--- src/design/slu_pkg.sv ---
// shared types and codes for the serial line unit register block
// no dependencies; imported by the register block, its checker and the testbench

package slu_pkg;

  // action codes carried by an input beat
  localparam logic [1:0] ACT_POLL  = 2'd0;
  localparam logic [1:0] ACT_READ  = 2'd1;
  localparam logic [1:0] ACT_WRITE = 2'd2;

  // register byte offsets
  localparam logic [2:0] OFF_RX_CSR = 3'd0;
  localparam logic [2:0] OFF_RX_BUF = 3'd2;
  localparam logic [2:0] OFF_TX_CSR = 3'd4;
  localparam logic [2:0] OFF_TX_BUF = 3'd6;

  // status bits and masks
  localparam int unsigned DONE_POS   = 7;
  localparam int unsigned ENABLE_POS = 6;
  localparam logic [15:0] DONE_MASK  = 16'h0080;
  localparam logic [15:0] TX_CSR_RST = 16'h0080;
  localparam logic [6:0]  CHAR_MASK  = 7'h7f;

  // one-shot transmit interrupt phase codes
  localparam logic [1:0] PH_OFF       = 2'd0;
  localparam logic [1:0] PH_DUE       = 2'd1;
  localparam logic [1:0] PH_DELIVERED = 2'd2;

  typedef struct packed {
    logic [1:0]  action;
    logic [2:0]  reg_offset;
    logic [15:0] write_data;
    logic        rx_valid;
    logic [7:0]  rx_char;
  } slu_in_t;

  typedef struct packed {
    logic [15:0] read_data;
    logic        bus_error;
    logic        tx_valid;
    logic [6:0]  tx_char;
    logic        rx_irq;
    logic        tx_irq;
  } slu_out_t;

  // status write keeps the done bit, takes the rest from the data
  function automatic logic [15:0] keep_done(input logic [15:0] old_v, input logic [15:0] new_v);
    keep_done = (old_v & DONE_MASK) | (new_v & ~DONE_MASK);
  endfunction

endpackage

--- src/design/slu_in_if.sv ---
// input channel of the serial line unit: valid/ready plus one access or tick
// no dependencies

interface slu_in_if;
  logic        valid;
  logic        ready;
  logic [1:0]  action;
  logic [2:0]  reg_offset;
  logic [15:0] write_data;
  logic        rx_valid;
  logic [7:0]  rx_char;

  modport source (output valid, action, reg_offset, write_data, rx_valid, rx_char,
                  input ready);
  modport sink   (input valid, action, reg_offset, write_data, rx_valid, rx_char,
                  output ready);
endinterface

--- src/design/slu_out_if.sv ---
// result channel of the serial line unit: valid/ready plus one result beat
// no dependencies

interface slu_out_if;
  logic        valid;
  logic        ready;
  logic [15:0] read_data;
  logic        bus_error;
  logic        tx_valid;
  logic [6:0]  tx_char;
  logic        rx_irq;
  logic        tx_irq;

  modport source (output valid, read_data, bus_error, tx_valid, tx_char, rx_irq, tx_irq,
                  input ready);
  modport sink   (input valid, read_data, bus_error, tx_valid, tx_char, rx_irq, tx_irq,
                  output ready);
endinterface

--- src/design/serial_line_unit_registers.sv ---
// serial line unit register block: four registers, poll ticks, interrupt pulses
// depends on slu_pkg, slu_in_if and slu_out_if
//
// usage:
//   in_i  takes one beat per cycle when ready: a poll tick, a register read
//         or write (byte offsets 0, 2, 4, 6; odd offsets give a bus error)
//   out_o gives exactly one result beat per input beat, in order: read data,
//         bus error, the character sent to the line and interrupt pulses
// timing:
//   an input beat is held in the input register, then all its work is done in
//   one pass of logic into the result register, which offers it; throughput
//   is one beat per cycle while out_o.ready stays high
// reset:
//   rst_ni (async, active low) empties both stages, clears rx status, rx data,
//   tx data and the one-shot phase, and sets tx status to transmitter ready
// stalls:
//   while out_o.ready is low the result register holds; one more beat is taken
//   into the input register, then in_i.ready drops until the result is taken

module serial_line_unit_registers
  import slu_pkg::*;
(
  input  logic      clk_i,
  input  logic      rst_ni,
  slu_in_if.sink    in_i,
  slu_out_if.source out_o
);

  // pipeline stages
  logic     in_vld_q;
  slu_in_t  in_q;
  logic     out_vld_q;
  slu_out_t out_q;
  logic     advance;

  // register state
  logic [15:0] rx_status_q, rx_status_d;
  logic [15:0] tx_status_q, tx_status_d;
  logic [6:0]  rx_data_q, rx_data_d;
  logic [7:0]  tx_data_q, tx_data_d;
  logic [1:0]  phase_q, phase_d;
  slu_out_t    res_d;

  // the item in the input register moves on when the result register is free
  assign advance    = in_vld_q && (!out_vld_q || out_o.ready);
  assign in_i.ready = !in_vld_q || advance;

  always_ff @(posedge clk_i or negedge rst_ni) begin
    if (!rst_ni) begin
      in_vld_q <= 1'b0;
    end else if (in_i.ready) begin
      in_vld_q <= in_i.valid;
    end
  end

  always_ff @(posedge clk_i) begin
    if (in_i.valid && in_i.ready) begin
      in_q.action     <= in_i.action;
      in_q.reg_offset <= in_i.reg_offset;
      in_q.write_data <= in_i.write_data;
      in_q.rx_valid   <= in_i.rx_valid;
      in_q.rx_char    <= in_i.rx_char;
    end
  end

  // one pass of the register model per beat
  always_comb begin
    rx_status_d = rx_status_q;
    tx_status_d = tx_status_q;
    rx_data_d   = rx_data_q;
    tx_data_d   = tx_data_q;
    phase_d     = phase_q;
    res_d       = '0;
    case (in_q.action)
      ACT_POLL: begin
        // take a received character only when the buffer is free
        if (!rx_status_q[DONE_POS] && in_q.rx_valid) begin
          rx_data_d             = in_q.rx_char[6:0] & CHAR_MASK;
          rx_status_d[DONE_POS] = 1'b1;
          res_d.rx_irq          = rx_status_q[ENABLE_POS];
        end
        // finish a pending transmit, else deliver a due one-shot interrupt
        if (tx_data_q != 8'd0) begin
          tx_status_d[DONE_POS] = 1'b1;
          tx_data_d             = 8'd0;
          res_d.tx_irq          = tx_status_q[ENABLE_POS];
        end else if (phase_q == PH_DUE) begin
          res_d.tx_irq = 1'b1;
          phase_d      = PH_DELIVERED;
        end
      end
      ACT_READ, ACT_WRITE: begin
        if (in_q.reg_offset[0]) begin
          res_d.bus_error = 1'b1;
        end else if (in_q.action == ACT_READ) begin
          case (in_q.reg_offset)
            OFF_RX_CSR: res_d.read_data = rx_status_q;
            OFF_RX_BUF: begin
              // reading the buffer clears receiver done
              rx_status_d[DONE_POS] = 1'b0;
              res_d.read_data       = {9'd0, rx_data_q};
            end
            OFF_TX_CSR: res_d.read_data = tx_status_q;
            default:    res_d.read_data = {8'd0, tx_data_q};
          endcase
        end else begin
          case (in_q.reg_offset)
            OFF_RX_CSR: rx_status_d = keep_done(rx_status_q, in_q.write_data);
            OFF_RX_BUF: ;
            OFF_TX_CSR: begin
              tx_status_d = keep_done(tx_status_q, in_q.write_data);
              // arm the one-shot when enabled while idle; after delivery, go back to off
              if (tx_status_d[DONE_POS] && tx_status_d[ENABLE_POS] && phase_q == PH_OFF) begin
                phase_d = PH_DUE;
              end else if (phase_q == PH_DELIVERED) begin
                phase_d = PH_OFF;
              end
            end
            default: begin
              // character goes to the line now; bit 7 marks it pending
              res_d.tx_valid        = 1'b1;
              res_d.tx_char         = in_q.write_data[6:0] & CHAR_MASK;
              tx_data_d             = {1'b1, in_q.write_data[6:0] & CHAR_MASK};
              tx_status_d[DONE_POS] = 1'b0;
              phase_d               = PH_OFF;
            end
          endcase
        end
      end
      default: ;
    endcase
  end

  always_ff @(posedge clk_i or negedge rst_ni) begin
    if (!rst_ni) begin
      rx_status_q <= '0;
      tx_status_q <= TX_CSR_RST;
      rx_data_q   <= '0;
      tx_data_q   <= '0;
      phase_q     <= PH_OFF;
    end else if (advance) begin
      rx_status_q <= rx_status_d;
      tx_status_q <= tx_status_d;
      rx_data_q   <= rx_data_d;
      tx_data_q   <= tx_data_d;
      phase_q     <= phase_d;
    end
  end

  // result register
  always_ff @(posedge clk_i or negedge rst_ni) begin
    if (!rst_ni) begin
      out_vld_q <= 1'b0;
    end else if (advance) begin
      out_vld_q <= 1'b1;
    end else if (out_o.ready) begin
      out_vld_q <= 1'b0;
    end
  end

  always_ff @(posedge clk_i) begin
    if (advance) begin
      out_q <= res_d;
    end
  end

  assign out_o.valid     = out_vld_q;
  assign out_o.read_data = out_q.read_data;
  assign out_o.bus_error = out_q.bus_error;
  assign out_o.tx_valid  = out_q.tx_valid;
  assign out_o.tx_char   = out_q.tx_char;
  assign out_o.rx_irq    = out_q.rx_irq;
  assign out_o.tx_irq    = out_q.tx_irq;

endmodule

--- src/flat_wrapper.sv ---
// flat-port wrapper written by rule: the top's interface ports become plain ports
module serial_line_unit_registers_flat import slu_pkg::*;
  (clk_i, rst_ni, in_i_valid, in_i_action, in_i_reg_offset, in_i_write_data, in_i_rx_valid, in_i_rx_char, in_i_ready, out_o_valid, out_o_read_data, out_o_bus_error, out_o_tx_valid, out_o_tx_char, out_o_rx_irq, out_o_tx_irq, out_o_ready);
  slu_in_if in_i_i ();
  slu_out_if out_o_i ();
  input  logic clk_i;
  input  logic rst_ni;
  input wire logic [$bits(in_i_i.valid)-1:0] in_i_valid;
  input wire logic [$bits(in_i_i.action)-1:0] in_i_action;
  input wire logic [$bits(in_i_i.reg_offset)-1:0] in_i_reg_offset;
  input wire logic [$bits(in_i_i.write_data)-1:0] in_i_write_data;
  input wire logic [$bits(in_i_i.rx_valid)-1:0] in_i_rx_valid;
  input wire logic [$bits(in_i_i.rx_char)-1:0] in_i_rx_char;
  output wire logic [$bits(in_i_i.ready)-1:0] in_i_ready;
  output wire logic [$bits(out_o_i.valid)-1:0] out_o_valid;
  output wire logic [$bits(out_o_i.read_data)-1:0] out_o_read_data;
  output wire logic [$bits(out_o_i.bus_error)-1:0] out_o_bus_error;
  output wire logic [$bits(out_o_i.tx_valid)-1:0] out_o_tx_valid;
  output wire logic [$bits(out_o_i.tx_char)-1:0] out_o_tx_char;
  output wire logic [$bits(out_o_i.rx_irq)-1:0] out_o_rx_irq;
  output wire logic [$bits(out_o_i.tx_irq)-1:0] out_o_tx_irq;
  input wire logic [$bits(out_o_i.ready)-1:0] out_o_ready;
  assign in_i_i.valid = in_i_valid;
  assign in_i_i.action = in_i_action;
  assign in_i_i.reg_offset = in_i_reg_offset;
  assign in_i_i.write_data = in_i_write_data;
  assign in_i_i.rx_valid = in_i_rx_valid;
  assign in_i_i.rx_char = in_i_rx_char;
  assign in_i_ready = in_i_i.ready;
  assign out_o_valid = out_o_i.valid;
  assign out_o_read_data = out_o_i.read_data;
  assign out_o_bus_error = out_o_i.bus_error;
  assign out_o_tx_valid = out_o_i.tx_valid;
  assign out_o_tx_char = out_o_i.tx_char;
  assign out_o_rx_irq = out_o_i.rx_irq;
  assign out_o_tx_irq = out_o_i.tx_irq;
  assign out_o_i.ready = out_o_ready;
  serial_line_unit_registers u_core (.clk_i(clk_i), .rst_ni(rst_ni), .in_i(in_i_i), .out_o(out_o_i));
endmodule
--- config.mk ---
export PLATFORM = sky130hd
export DESIGN_NAME = serial_line_unit_registers_flat
export DESIGN_NICKNAME = d
export VERILOG_FILES = /design/src/design/slu_pkg.sv /design/src/design/slu_in_if.sv /design/src/design/slu_out_if.sv /design/src/design/serial_line_unit_registers.sv /design/src/flat_wrapper.sv
export SDC_FILE = /design/constraint.sdc
export NUM_CORES = 1
export LEC_CHECK = 0
export ABC_AREA = 1
export BUFFER_PORTS_ARGS = -buffer_cell sky130_fd_sc_hd__buf_2
export CAP_MARGIN = 10
export CORE_MARGIN = 4
export CORE_UTILIZATION = 50
export DETAILED_ROUTE_END_ITERATION = 16
export GPL_ROUTABILITY_DRIVEN = 0
export PLACE_DENSITY = 0.79
export SLEW_MARGIN = 5
export SYNTH_ARGS = -nofsm -noshare
export SYNTH_HDL_FRONTEND = slang
export SYNTH_SLANG_ARGS = --single-unit
--- constraint.sdc ---
create_clock -name clk_i -period 5.45 [get_ports clk_i]
set_input_delay 1.09 -clock clk_i [delete_from_list [all_inputs] [get_ports clk_i]]
set_output_delay 1.09 -clock clk_i [all_outputs]
set_load 0.02 [all_outputs]
==> impl_metrics.py <==
metrics = {
    "critical_path": {
        "worst_ep_required_time_ns": 4.36,
        "r2r_cells": 8,
        "path_class": "in -> out",
        "cp-endpoint": "in_i_ready",
        "slowest_stage": "buf_2",
        "worstPathArrival_ns": 1.52,
        "cp_common_cell": "buf_2",
        "r2r_slack_ns": 3.02,
        "endpoint_kind": "primary output",
        "r2r_end": "u_core.tx_data_q[4]",
        "cp.depth": 4,
        "path_cells": "buf_2, inv_1, nand3_1, buf_2",
        "cp_num_buf_inv": 3,
        "slowest_delay_ns": 0.18,
        "crit_fanout": 3,
        "start_kind": "primary input",
        "critPathTopFamily": "buffers and inverters",
        "startpoint": "out_o_ready",
        "regToRegStartpoint": "u_core.in_q[28]",
    },
    "power": {
        "power.internal_mw": 1.40,
        "comb_power_share": 0.188,
        "leakagePower_nw": 2.33,
        "p_sw_uw": 607,
        "switching_share": 0.302,
        "pwr-share-seq": 0.570,
        "p_clk_frac": 0.242,
        "p_per_area_nw_per_um2": 401,
        "vdd_drop_max_mv": 0.207,
    },
    "synth": {
        "yosys_warnings": 0,
        "async_reset_ff_frac": 0.481,
        "synth_top_area_frac": 0.374,
        "synth-seq-area-share": 0.664,
        "yosys-top-cells-area": "edfxtp_1 (37%), dfrtp_1 (28%), nand2_1 (9.5%)",
        "synth_edf_count": 55,
        "synth_nets": 475,
        "synth_top_area_cell": "edfxtp_1",
        "synth_most_common_cell": "nand2_1",
        "synth_common_cells": "nand2_1 (112), edfxtp_1 (55), dfrtp_1 (50)",
        "synth_area_um2": 4410,
        "yosys_register_bits": 106,
        "synth_cells": 437,
        "yosysUniqueCellTypes": 26,
        "synth-main-ff-cell": "edfxtp_1",
        "syn_avg_cell_area_um2": 10.1,
    },
    "final_layout": {
        "diodes": 0,
        "nets": 535,
        "utilization": 0.580,
        "seqCellArea_um2": 2930,
        "final_area_um2": 5010,
        "multi_input_area_um2": 1210,
        "drive_gt1_frac": 0.183,
        "fillers": 771,
        "area_delta_synth_final_pct": 13.6,
    },
    "sta": {
        "hold_viol_final": 0,
        "max_slew_margin": 0.252,
        "worst_pin_slew_ns": 1.12,
        "fmaxAchievable_mhz": 384,
        "fin_tns_setup_ns": 0,
        "fin_crit_ns": 2.61,
        "drv_slew": 0,
        "setup_viol": 0,
        "fin_skew_ns": 0.0132,
        "rsz0062_at_grt": "no",
        "post-route-period-util": 0.478,
    },
    "detailed_routing": {
        "vias_per_cell": 5.20,
        "wl_per_cell_um": 14.3,
        "via_count": 3174,
        "drc": 0,
        "drtPass1Iterations": 5,
        "ant_nets": 0,
        "drt-initial-drc-count": 238,
        "totalWireLength_um": 8750,
    },
    "placement": {
        "place_area_um2": 4780,
        "hpwlAfterDp_um": 6150,
        "port-buffer-count": 60,
    },
    "floorplan": {
        "die_w_um": 102,
        "die_h_um": 102,
        "io_pins": 63,
        "std_cell_rows": 34,
        "core_um2": 8640,
        "dieArea_um2": 10400,
        "start_util": 0.511,
    },
    "grt": {
        "grt_pass1_vias": 2986,
        "grt_max_degree": 52,
        "grt_pass1_wl_um": 14000,
        "grt_antenna_before_repair": 0,
        "grt-ovfl-total": 0,
        "track_usage": 0.177,
    },
    "clock_network": {
        "clock_sinks": 106,
        "cts.clk_slew.worst_paths_ns": 0.09,
        "numCtsBuffers": 9,
        "cts_root_buffer": "clkbuf_8",
        "post-cts-setup-buffers": 0,
        "cts_hold_buffers": 0,
        "clock_latency_ns": 0.36,
        "h-tree-depth": 3,
        "clockBufferDepth": 2,
        "ctsResizeCount": 0,
        "cts_tree": "done",
    },
    "min_path": {
        "min_path_type": "reg -> reg",
        "min_path_cells": 2,
    },
    "job": {
        "maxCapViolCount": 0,
    },
    "run_status": {
        "status": "finished clean",
    },
}
power by group through the flow:
stage	combinational, mW	sequential (mW)	clock, mW
after floorplan	0.238	1.17	0
after global placement	0.356	1.15	0
after detailed placement	0.375	1.16	0
after CTS	0.378	1.14	0.500
after global routing	0.431	1.17	0.526
final	0.377	1.15	0.486
cell families (layout without fill, tap and decap cells):
logic type,count (synthesis),after routing,synth area share
adders and majority gates,4,4,0.0113
and+or+nand+nor,195,195,0.187
AOI/OAI and AO/OA,66,66,0.0754
buffers and inverters,66,131,0.0627
DFF,106,106,0.664
cell type report:
| class | count | share of cell area |
|---|---|---|
| sequential | 106 | 0.585 |
| timing repair buffer | 64 | 0.0684 |
| clock inverter | 5 | 0.0127 |
| multi-input combinational | 265 | 0.241 |
| inverter | 51 | 0.0382 |
| clock buffer | 11 | 0.0282 |
| tap | 108 | 0.0270 |
registers in the layout, indices dropped and copies added, names as in the netlist:
name and flops:
u_core.in_q 28, u_core.out_o.read_data 16, u_core.rx_status_q 16, u_core.tx_status_q 16, u_core.tx_data_q 8, u_core.out_o.tx_char 7
u_core.rx_data_q 7, u_core.phase_q 2, u_core.in_vld_q 1, u_core.out_o.bus_error 1, u_core.out_o.rx_irq 1, u_core.out_o.tx_irq 1
u_core.out_o.tx_valid 1, u_core.out_o.valid 1
layer usage:
| metal | track usage | vias up | routed length (um) |
|---|---|---|---|
| met5 | 0 | - | 0 |
| met4 | 0.0908 | 0 | 252 |
| met3 | 0.0253 | 21 | 548 |
| met2 | 0.298 | 112 | 4350 |
| met1 | 0.225 | 1505 | 3600 |
| li1 | - | 1536 | - |
through the flow:
step                      hold slack (ns)  power [mW]  cells  setup slack, ns
final                               0.485        2.01    610             2.84
after global routing                0.510        2.12    610             2.78
after floorplan                     0.442        1.41    437             2.86
after CTS                           0.490        2.02    609             2.84
after global placement              0.465        1.50    593             2.84
after detailed placement            0.475        1.54    593             2.79
worst register-to-register path: cells and delay by family, from the launching register on:
kind | cells | cell delay, ns
buf+inv | 1 | 0.08
fa+ha+maj | 1 | 0.55
simple gates | 6 | 1.32
flops | 1 | 0.38
how the worst min path moves through the flow:
stage | startpoint | endpoint
after floorplan | u_core.rx_data_q[0] | u_core.rx_data_q[0]
after global placement | u_core.tx_status_q[7] | u_core.tx_status_q[7]
after detailed placement | u_core.tx_status_q[7] | u_core.tx_status_q[7]
after CTS | u_core.in_q[1] | u_core.rx_data_q[1]
after global routing | u_core.in_q[0] | u_core.rx_data_q[0]
final | u_core.in_q[1] | u_core.rx_data_q[1]
layout by cell type, fill, tap and decap left out, drive strengths merged, types with 10 or more instances in the layout:
cell type  instances
buf               64
nand4             10
edfxtp            55
clkbuf            11
nor2              51
a21oi             25
nand2            116
nand3             13
o21ai             39
dfrtp             50
inv               52
Power figures use the tool's default switching activity.
